File: src/hw/rtl/mbm_pkg.sv
// Shared constants and types for the MMU bank mapper and bus decoder.
// No dependencies; imported by every module of the block.
`timescale 1ns / 1ps

package mbm_pkg;

  localparam int unsigned AddrW     = 16;
  localparam int unsigned DataW     = 8;
  localparam int unsigned RamAddrW  = 21;
  localparam int unsigned RegIdxW   = 4;

  // Register addresses on the CPU bus.
  localparam logic [11:0] BankRegPage = 12'hFFA;   // 0xFFA0..0xFFAF
  localparam logic [15:0] Init0Addr   = 16'hFF90;
  localparam logic [15:0] Init1Addr   = 16'hFF91;

  localparam logic [7:0]  PageFF      = 8'hFF;
  localparam logic [7:0]  PageFE      = 8'hFE;
  localparam logic [10:0] VecBlock    = 11'h7FF;   // addr[15:5] of 0xFFE0..0xFFFF
  localparam logic [3:0]  TopOffset   = 4'hF;      // addr[12:9] of offsets 0x1E00..0x1FFF

  localparam logic [7:0]  PinnedBank  = 8'h3F;
  localparam logic [7:0]  BankFlip    = 8'h38;
  localparam logic [2:0]  BankSeven   = 3'h7;
  localparam logic [15:0] SamIdleAddr = 16'hFFFF;

  localparam logic [7:0]  Init0Reset  = 8'h80;
  localparam logic [7:0]  Init1Reset  = 8'h00;

  // Init byte 0 bit positions.
  localparam int unsigned Init0MapEn  = 6;
  localparam int unsigned Init0FeFix  = 3;
  localparam int unsigned Init0IoVec  = 7;

  // Register write request from the decoder to the register file.
  typedef struct packed {
    logic                bank_we;
    logic                init0_we;
    logic                init1_we;
    logic [RegIdxW-1:0]  idx;
    logic [DataW-1:0]    data;
  } mbm_wr_t;

  // One decoded bus cycle.
  typedef struct packed {
    logic                claimed;
    logic                reg_read_valid;
    logic [DataW-1:0]    read_data;
    logic                ram_enable;
    logic                ram_write;
    logic [RamAddrW-1:0] ram_addr;
    logic [DataW-1:0]    ram_wdata;
    logic                sam_read;
    logic [AddrW-1:0]    sam_addr;
  } mbm_res_t;

endpackage

File: src/hw/rtl/mbm_regs.sv
// Bank register file (two tasks of eight) and the two init bytes.
// Depends on mbm_pkg for widths, reset values and the write request type.
`timescale 1ns / 1ps

module mbm_regs
  import mbm_pkg::*;
(
  input  logic               clk,
  input  logic               rst_n,
  input  mbm_wr_t            wr,
  input  logic [RegIdxW-1:0] rd_idx,
  output logic [DataW-1:0]   rd_data,
  output logic [DataW-1:0]   init0,
  output logic [DataW-1:0]   init1
);

  localparam int unsigned Depth = 1 << RegIdxW;

  logic [DataW-1:0] bank_r [Depth];
  logic [DataW-1:0] init0_r;
  logic [DataW-1:0] init1_r;

  always_ff @(posedge clk) begin
    if (!rst_n) begin
      for (int i = 0; i < Depth; i++) begin
        bank_r[i] <= '0;
      end
      init0_r <= Init0Reset;
      init1_r <= Init1Reset;
    end else begin
      if (wr.bank_we) begin
        bank_r[wr.idx] <= wr.data;
      end
      if (wr.init0_we) begin
        init0_r <= wr.data;
      end
      if (wr.init1_we) begin
        init1_r <= wr.data;
      end
    end
  end

  assign rd_data = bank_r[rd_idx];
  assign init0   = init0_r;
  assign init1   = init1_r;

endmodule

File: src/hw/rtl/mbm_decode.sv
// Combinational bus decoder: register access, bank translation, RAM or board select.
// Depends on mbm_pkg for constants and the request and result types.
`timescale 1ns / 1ps

module mbm_decode
  import mbm_pkg::*;
(
  input  logic               en,
  input  logic               func,
  input  logic [AddrW-1:0]   addr,
  input  logic [DataW-1:0]   wdata,
  input  logic [DataW-1:0]   bank_data,
  input  logic [DataW-1:0]   init0,
  input  logic [DataW-1:0]   init1,
  output logic [RegIdxW-1:0] rd_idx,
  output mbm_wr_t            wr,
  output mbm_res_t           res
);

  logic             hit_bank;
  logic             hit_init0;
  logic             hit_init1;
  logic             hit_reg;
  logic             ffxx;
  logic             altvec;
  logic             io;
  logic             feflag;
  logic [DataW-1:0] bank;
  logic [DataW-1:0] bank_x;
  logic             mboard;
  logic             inner;
  logic             ram_hit;

  assign hit_bank  = (addr[15:4] == BankRegPage);
  assign hit_init0 = (addr == Init0Addr);
  assign hit_init1 = (addr == Init1Addr);
  assign hit_reg   = hit_bank || hit_init0 || hit_init1;

  // A register read shares the single read port with the map lookup.
  assign rd_idx = hit_bank ? addr[3:0] : {init1[0], addr[15:13]};

  assign ffxx   = (addr[15:8] == PageFF);
  assign altvec = (addr[15:5] == VecBlock) && !init0[Init0IoVec];
  assign io     = ffxx && !altvec;
  assign feflag = (addr[15:8] == PageFE) && init0[Init0FeFix];

  assign bank   = (ffxx || feflag) ? PinnedBank : bank_data;
  assign bank_x = bank ^ BankFlip;
  assign mboard = (bank_x[7:3] == 5'd0);
  // Bank seven stays on the board except for the top 512 bytes of a non-I/O page.
  assign inner  = !mboard ||
                  ((bank_x[2:0] == BankSeven) && (addr[12:9] == TopOffset) && !io);
  assign ram_hit = !hit_reg && init0[Init0MapEn] && inner;

  always_comb begin
    wr.bank_we  = en && !func && hit_bank;
    wr.init0_we = en && !func && hit_init0;
    wr.init1_we = en && !func && hit_init1;
    wr.idx      = addr[3:0];
    wr.data     = wdata;
  end

  always_comb begin
    res.claimed        = hit_reg || ram_hit;
    res.reg_read_valid = hit_reg && func;
    res.read_data      = '0;
    if (hit_reg && func) begin
      if (hit_bank) begin
        res.read_data = bank_data;
      end else if (hit_init0) begin
        res.read_data = init0;
      end else begin
        res.read_data = init1;
      end
    end
    res.ram_enable = ram_hit;
    res.ram_write  = ram_hit && !func;
    res.ram_addr   = ram_hit ? {bank_x, addr[12:0]} : '0;
    res.ram_wdata  = (ram_hit && !func) ? wdata : '0;
    res.sam_read   = res.claimed || func;
    res.sam_addr   = res.claimed ? SamIdleAddr : addr;
  end

endmodule

File: src/hw/rtl/mmu_bank_mapper_bus_decode.sv
// Top level of the MMU bank mapper and bus decoder.
// Depends on mbm_pkg, mbm_regs and mbm_decode.
`timescale 1ns / 1ps

// One transfer on the input stream is one CPU bus cycle; it yields exactly one
// result transfer, in order. The block accepts a transfer every clock cycle
// while the output is not stalled. Each cycle is first captured in an input
// register, then decoded in a single pass against the bank registers and the
// init bytes, and the result is held in an output register. Register writes
// take effect when the cycle leaves the input register, so the next cycle
// always sees them. While a result waits on out_tready, the input register can
// still take one transfer; in_tready then stays low until the result drains.
// in_tready also stays low while reset is asserted. After reset all bank
// registers read zero, init byte 0 reads 0x80 (mapping off) and init byte 1
// reads zero.

module mmu_bank_mapper_bus_decode
  import mbm_pkg::*;
(
  input  logic        clk,
  input  logic        rst_n,
  // Input channel: one CPU bus cycle per transfer.
  input  logic        in_tvalid,
  output logic        in_tready,
  input  logic [23:0] in_tdata,   // [15:0] addr, [23:16] wdata
  input  logic        in_tuser,   // [0] func (1 = read, 0 = write)
  // Result channel: one decoded cycle per transfer.
  output logic        out_tvalid,
  input  logic        out_tready,
  output logic [63:0] out_tdata,  // [0] claimed, [8:1] read_data, [9] ram_enable,
                                  // [10] ram_write, [31:11] ram_addr, [39:32] ram_wdata,
                                  // [40] sam_read, [56:41] sam_addr, [63:57] zero
  output logic        out_tuser   // [0] reg_read_valid
);

  // Input register.
  logic               s1_valid_r;
  logic               s1_valid_nxt;
  logic               s1_func_r;
  logic [AddrW-1:0]   s1_addr_r;
  logic [DataW-1:0]   s1_wdata_r;

  // Result register.
  logic               out_valid_r;
  logic               out_valid_nxt;
  mbm_res_t           out_res_r;

  logic               in_fire;
  logic               out_free;
  logic               s1_adv;

  logic [RegIdxW-1:0] rd_idx;
  logic [DataW-1:0]   bank_data;
  logic [DataW-1:0]   init0;
  logic [DataW-1:0]   init1;
  mbm_wr_t            wr;
  mbm_res_t           res;

  // The result register frees up when it is empty or being drained this cycle.
  assign out_free  = !out_valid_r || out_tready;
  assign s1_adv    = s1_valid_r && out_free;
  assign in_tready = rst_n && (!s1_valid_r || out_free);
  assign in_fire   = in_tvalid && in_tready;

  always_comb begin
    s1_valid_nxt = s1_valid_r;
    if (in_fire) begin
      s1_valid_nxt = 1'b1;
    end else if (s1_adv) begin
      s1_valid_nxt = 1'b0;
    end
    out_valid_nxt = out_valid_r;
    if (s1_adv) begin
      out_valid_nxt = 1'b1;
    end else if (out_tready) begin
      out_valid_nxt = 1'b0;
    end
  end

  always_ff @(posedge clk) begin
    if (!rst_n) begin
      s1_valid_r  <= 1'b0;
      out_valid_r <= 1'b0;
    end else begin
      s1_valid_r  <= s1_valid_nxt;
      out_valid_r <= out_valid_nxt;
    end
  end

  // Payload registers carry no reset.
  always_ff @(posedge clk) begin
    if (in_fire) begin
      s1_func_r  <= in_tuser;
      s1_addr_r  <= in_tdata[15:0];
      s1_wdata_r <= in_tdata[23:16];
    end
    if (s1_adv) begin
      out_res_r <= res;
    end
  end

  // Writes are committed only when the cycle moves into the result register.
  mbm_decode u_decode (
    .en        (s1_adv),
    .func      (s1_func_r),
    .addr      (s1_addr_r),
    .wdata     (s1_wdata_r),
    .bank_data (bank_data),
    .init0     (init0),
    .init1     (init1),
    .rd_idx    (rd_idx),
    .wr        (wr),
    .res       (res)
  );

  mbm_regs u_regs (
    .clk     (clk),
    .rst_n   (rst_n),
    .wr      (wr),
    .rd_idx  (rd_idx),
    .rd_data (bank_data),
    .init0   (init0),
    .init1   (init1)
  );

  assign out_tvalid = out_valid_r;
  assign out_tuser  = out_res_r.reg_read_valid;
  assign out_tdata  = {7'd0,
                       out_res_r.sam_addr,
                       out_res_r.sam_read,
                       out_res_r.ram_wdata,
                       out_res_r.ram_addr,
                       out_res_r.ram_write,
                       out_res_r.ram_enable,
                       out_res_r.read_data,
                       out_res_r.claimed};

endmodule

File: config.mk
export PLATFORM = sky130hd
export DESIGN_NAME = mmu_bank_mapper_bus_decode
export DESIGN_NICKNAME = d
export VERILOG_FILES = /design/src/hw/rtl/mbm_pkg.sv /design/src/hw/rtl/mbm_regs.sv /design/src/hw/rtl/mbm_decode.sv /design/src/hw/rtl/mmu_bank_mapper_bus_decode.sv
export SDC_FILE = /design/constraint.sdc
export NUM_CORES = 1
export LEC_CHECK = 0
export BUFFER_PORTS_ARGS = -buffer_cell sky130_fd_sc_hd__buf_2
export CORE_MARGIN = 5
export CORE_UTILIZATION = 64
export DETAILED_ROUTE_END_ITERATION = 12
export MAX_ROUTING_LAYER = met4
export PLACE_DENSITY = 0.83
export REMOVE_ABC_BUFFERS = 1
export SLEW_MARGIN = 20
export SYNTH_ARGS = -nofsm -noshare
export SYNTH_HDL_FRONTEND = slang
export SYNTH_HIERARCHICAL = 1
export SYNTH_SLANG_ARGS = --single-unit
File: constraint.sdc
create_clock -name clk -period 10.8 [get_ports clk]
set_input_delay 1.08 -clock clk [delete_from_list [all_inputs] [get_ports clk]]
set_output_delay 1.08 -clock clk [all_outputs]
set_load 0.01 [all_outputs]
Word-level counts from Yosys, hierarchy flattened --
Memories as Yosys holds them, arrays and structs flattened. Cells that the tools add are included. W data, S select, Z words.
Operators by class: add/sub/neg operators 0, multiply operators 0, divide/modulo/power cells 0, $lt $le $gt $ge 0, equality and inequality tests 8, shift operators 0, mux-type cells 15, bitwise operators 1, reduce and logical (&&, ||, !) cells 36
Operators with widths (count):
- $eq A16 B16 Y1 const B | 2
- $mux W8 | 4
- $eq A8 B8 Y1 const B | 2
- $logic_and A1 B1 Y1 | 16
- $eq A12 B12 Y1 const B | 1
- $eq A11 B11 Y1 const B | 1
- $mux W1 | 9
- $logic_not A1 Y1 | 8
- $logic_or A1 B1 Y1 | 8
- $mux W4 | 2
- $reduce_or A8 Y1 | 1
- $logic_not A5 Y1 | 1
- $eq A4 B4 Y1 const B | 1
- $reduce_bool A2 Y1 | 2
- $eq A3 B3 Y1 const B | 1
- $not A3 Y3 | 1
Storage, ports and cells: flip-flop bits (word level) 101, latch bits 0, memory bits (writable) 128, ROM bits 0, bits of input ports 29, logic and storage cells 77, memories 1
Memories:
- u_regs.bank_r | depth 16, width 8, read ports 1, clocked after Yosys merged registers in 0, wr ports 16, RTL line mbm_regs.sv:19 | logic [DataW-1:0] bank_r [Depth];

Depth between registers and ports, before layout --
word-level depth 11, gate-level depth with buffers 15

Cells and area by module --
The synthesis kept the hierarchy.
Modules (own cells, without submodules):
- mbm_regs | instances 1, cells an instance 427, area an instance 6521.3 µm²
- mmu_bank_mapper_bus_decode | instances 1, cells an instance 101, area an instance 2645.0 µm²
- mbm_decode | instances 1, cells an instance 134, area an instance 870.8 µm²

Least setup slack after synthesis --
OpenSTA, ideal clock, no wires.
kind input to register, start in out_tready, end mem u_regs.bank_r[1][0] (enable), arrival 5210 ps, data required time 10416 ps, slack 5206 ps, stages on the path 5, path buffers 0, cell sequence nor2b_4 nor2b_1 nor3b_1 nand4bb_1 o21ai_0
RTL lines:
- start: declaration | RTL line mmu_bank_mapper_bus_decode.sv:29 | input logic out_tready,
- end: declaration | RTL line mbm_regs.sv:19

Worst setup path in the final report --
start reg s1_addr_r[11], end reg out_res_r, in the netlist out_tdata[28], data pin
On the way: word-level cells in the longest chain between the ends 9
Ends and longest elaborated chain:
- start: declaration | RTL line mmu_bank_mapper_bus_decode.sv:40 | logic [AddrW-1:0] s1_addr_r;
- start signal: assignment | RTL line mmu_bank_mapper_bus_decode.sv:94 | s1_addr_r <= in_tdata[15:0];
- $eq A12 B12 Y1 | RTL line mbm_decode.sv:34 | assign hit_bank = (addr[15:4] == BankRegPage);
- $mux W4 | RTL line mbm_decode.sv:40 | assign rd_idx = hit_bank ? addr[3:0] : {init1[0], addr[15:13]};
- via rd_idx[0] | RTL line mmu_bank_mapper_bus_decode.sv:52 | logic [RegIdxW-1:0] rd_idx;
- $mem_v2 Z16 W8
- via bank_data[2] | RTL line mmu_bank_mapper_bus_decode.sv:53 | logic [DataW-1:0] bank_data;
- $mux W8 | RTL line mbm_decode.sv:47 | assign bank = (ffxx || feflag) ? PinnedBank : bank_data;
- $eq A3 B3 Y1 | RTL line mbm_decode.sv:52 | ((bank_x[2:0] == BankSeven) && (addr[12:9] == TopOffset) && !io);
- $logic_and A1 B1 Y1 (2 in series) | RTL line mbm_decode.sv:52
- $logic_or A1 B1 Y1 | RTL line mbm_decode.sv:51 | assign inner = !mboard ||
- $logic_and A1 B1 Y1 | RTL line mbm_decode.sv:53 | assign ram_hit = !hit_reg && init0[Init0MapEn] && inner;
- end signal: assignment | RTL line mmu_bank_mapper_bus_decode.sv:98 | out_res_r <= res;
- end: declaration | RTL line mmu_bank_mapper_bus_decode.sv:46 | mbm_res_t out_res_r;
The timed path passes the listed nets, and every way through them passes these cells. A chain may end at the register's enable or synchronous reset.

==> metrics.csv <==
stage,metric,value,unit
placement,Buffers on Ports,88,
cts,clk slew on worst S/H paths,60,ps
global_routing,initial antenna violation count,0,
power_and_ir_drop,Leak Pwr,4.17,nW
worst_setup_path,"Worst Path Class, Setup",flip-flop to flip-flop,
floorplan,core area,15300,µm²
cts,Sink Count,229,
floorplan,I/O pin count,96,
cts,CTS tree,yes,
timing,Least-Margin Pin Slew,1000,ps
global_routing,first-pass GRT wire length,34300,µm
cts,H-tree levels,1,
drt,Pre-antenna DRT Iters,6,
timing,Final period util,40.7,%
drt,vias per inst,6.07,
logic_synthesis,cells after synthesis,662,
logic_synthesis,Post-synth EDFFs,211,
worst_setup_path,startpoint types,flip-flop,
logic_synthesis,Syn Area/Cell,15.2,µm²
worst_setup_path,worst-path maximum fanout,40,
logic_synthesis,"count leader, synth",edfxtp_1,
timing,Final Hold Fails,0,
drt,Initial DRC Count,794,
worst_setup_path,Reg-to-Reg Start,s1_addr_r[11]$_DFFE_PP_,
global_routing,largest net degree at the start of global routing,60,
logic_synthesis,top cell type's share of synthesized area,63.1,%
logic_synthesis,sequential fraction of the synthesis area,66.7,%
final_layout,fraction of final layout cells sized beyond drive strength 1,21.4,%
cts,clk_lat worst skew,520,ps
run,total of max-cap violations,0,
cts,Clock Root Buffer,clkbuf_16,
final_layout,Post-Layout Cell Count,967,
power_and_ir_drop,VDD IR-drop max,0.144,mV
global_routing,number of global-route vias before repair,6095,
worst_setup_path,"setup slack, reg-to-reg",6410,ps
worst_setup_path,worst r2r path cells,12,
floorplan,chip height,135,µm
timing,final setup vio count,0,
drt,Vias,5871,
placement,placed cells,926,
global_routing,grt ovf,0,
worst_hold_path,HP Class,flip-flop to flip-flop,
worst_setup_path,Critical path origin,s1_addr_r[11]$_DFFE_PP_,
logic_synthesis,commonest cells in the netlist,"edfxtp_1 (211), and2_1 (129), nor2b_1 (36)",
logic_synthesis,Synth Warn #,6,
cts,clk buf depth,3,
final_layout,area delta synth->final,11.8,%
cts,CTS Hold Bufs,0,
worst_setup_path,endpoint class of the critical path,flip-flop,
logic_synthesis,most common flop cell mapped by yosys,edfxtp_1,
logic_synthesis,post-synth top area cell,edfxtp_1,
worst_setup_path,CP arrival,4620,ps
drt,DR DRC count,0,
drt,WL/cell,23.1,µm
timing,final setup TNS,0,ps
cts,postcts setup bufs,0,
timing,post-layout min period,4390,ps
floorplan,initial core utilization,65.5,%
power_and_ir_drop,pwr dens,163,nW/µm²
timing,Pins Over Slew Limit,0,
floorplan,row count,45,
worst_setup_path,RR Endpoint,out_tdata[28]$_DFFE_PP_,
global_routing,GRT Overall Usage,25.5,%
worst_setup_path,CP endpoint,out_tdata[28]$_DFFE_PP_,
cts,Resized cells post-CTS,0,
final_layout,NumNets Final,769,
floorplan,die width,135,µm
placement,DP HPWL,14500,µm
timing,RSZ-0062 raised after global routing,false,
timing,final hold slack,508,ps
timing,FMAX,228,MHz
logic_synthesis,Yosys cell types,50,
floorplan,die area,18300,µm²
run_status,status,completed,
cts,total CTS buffers,23,
timing,Worst Skew,25.1,ps
worst_setup_path,Critical Path RT,11020,ps
timing,max_slew headroom,32.7,%
placement,Placer Congestion,0.870,
drt,ANT nets after route,0,
logic_synthesis,#FFs+latches synth,229,
final_layout,Diodes inserted,0,
drt,drt total wl,22300,µm
logic_synthesis,"Async S/R FF share, synth",0,%
logic_synthesis,Area contributors post-synth,"edfxtp_1 (63%), and2_1 (8.0%), mux4_2 (4.0%)",
logic_synthesis,Netlist Area Pre-Place,10000,µm²
## metal layers
metal / track usage, % / share of wire (%) / routed length (µm)
met1: 33.8 / 38 / 8570
met2: 41.3 / 51 / 11300
met3: 3.64 / 8.3 / 1860
met4: 8.45 / 2.6 / 582
met5: - / 0 / 0
## per-stage QoR
step,total power (W),cell area (µm²),utilization [%],setup slack (ps)
5_1_grt,0.00188,11200,73.2,6090
3_3_place_gp,0.00111,10500,68.7,6230
2_1_floorplan,0.00107,9750,-,5210
4_1_cts,0.00184,11200,73.2,6060
6_report,0.00183,11200,73.2,6410
3_5_place_dp,0.00111,10500,68.7,6100
## cells by family after synthesis
family | after synthesis | share of synthesized area (%)
buffers and inverters | 54 | 3.32
AND/OR/NAND/NOR | 279 | 16.8
flip-flops | 229 | 66.7
AO/OA/AOI/OAI | 48 | 3.48
multiplexers | 51 | 9.64
other | 1 | 0.0374
## registers in the layout, summed over array words and instances (netlist names)
name / cells
out_tdata: 57
out_tuser: 1
out_tvalid: 1
s1_addr_r: 16
s1_func_r: 1
s1_valid_r: 1
s1_wdata_r: 8
u_regs/bank_r: 128
u_regs/init0: 8
u_regs/init1: 8
## worst max-delay path, stage by stage, from the launching register on
cell and delay [ps]:
edfxtp_1 390, nand4_1 350, nor3_2 370, nand2_1 230, mux2_4 660, mux4_1 650, a22oi_1 340, nand2_1 190
nand3_1 150, a221oi_2 100, a2bb2oi_2 160, buf_4 380, nor3_1 120
## area by class of cell
| cell class | instances | area (µm²) |
|---|---|---|
| inverters | 6 | 22.5 |
| fillers | 940 | 4100 |
| well taps | 211 | 264 |
| repair buffers | 95 | 493 |
| multi-input cells | 385 | 3050 |
| flip-flops and latches | 229 | 6700 |
| clock inverters | 6 | 35.0 |
| clock buffers | 35 | 661 |
## layout by cell type, fill, tap and decap left out, types with 6 or more instances in the layout
cell type,instances
o22ai_1,8
mux2i_1,16
and2_1,129
nand2_1,16
conb_1,7
dfxtp_1,18
buf_2,88
nor2_1,33
clkbuf_1,8
buf_4,7
nand3_1,6
nand4b_1,6
nor3_1,13
o21ai_1,8
nand2b_1,14
edfxtp_1,211
clkbuf_16,23
nor2b_1,35
inv_1,6
a22oi_1,16
mux4_2,18
nand3b_1,6
mux4_1,14
## how the worst min path moves through the flow
stage	start	depth (start not counted)	end
global route	out_tvalid$_SDFFE_PN0P_	2	s1_valid_r$_SDFFE_PN0P_
global placement	out_tvalid$_SDFFE_PN0P_	2	s1_valid_r$_SDFFE_PN0P_
CTS	out_tvalid$_SDFFE_PN0P_	2	s1_valid_r$_SDFFE_PN0P_
finish	out_tvalid$_SDFFE_PN0P_	2	s1_valid_r$_SDFFE_PN0P_
detailed placement	out_tvalid$_SDFFE_PN0P_	2	s1_valid_r$_SDFFE_PN0P_
floorplan	u_regs/init0[7]$_SDFFE_PN1P_	2	u_regs/init0[7]$_SDFFE_PN1P_
## power by group
group,total (W),internal [W],switching (W)
Combinational,0.0000820,0.0000316,0.0000504
Clock,0.000732,0.000421,0.000311
Sequential,0.00102,0.000996,0.0000191
Total,0.00183,0.00145,0.000380
No activity file was read; power rests on OpenSTA's default activity.
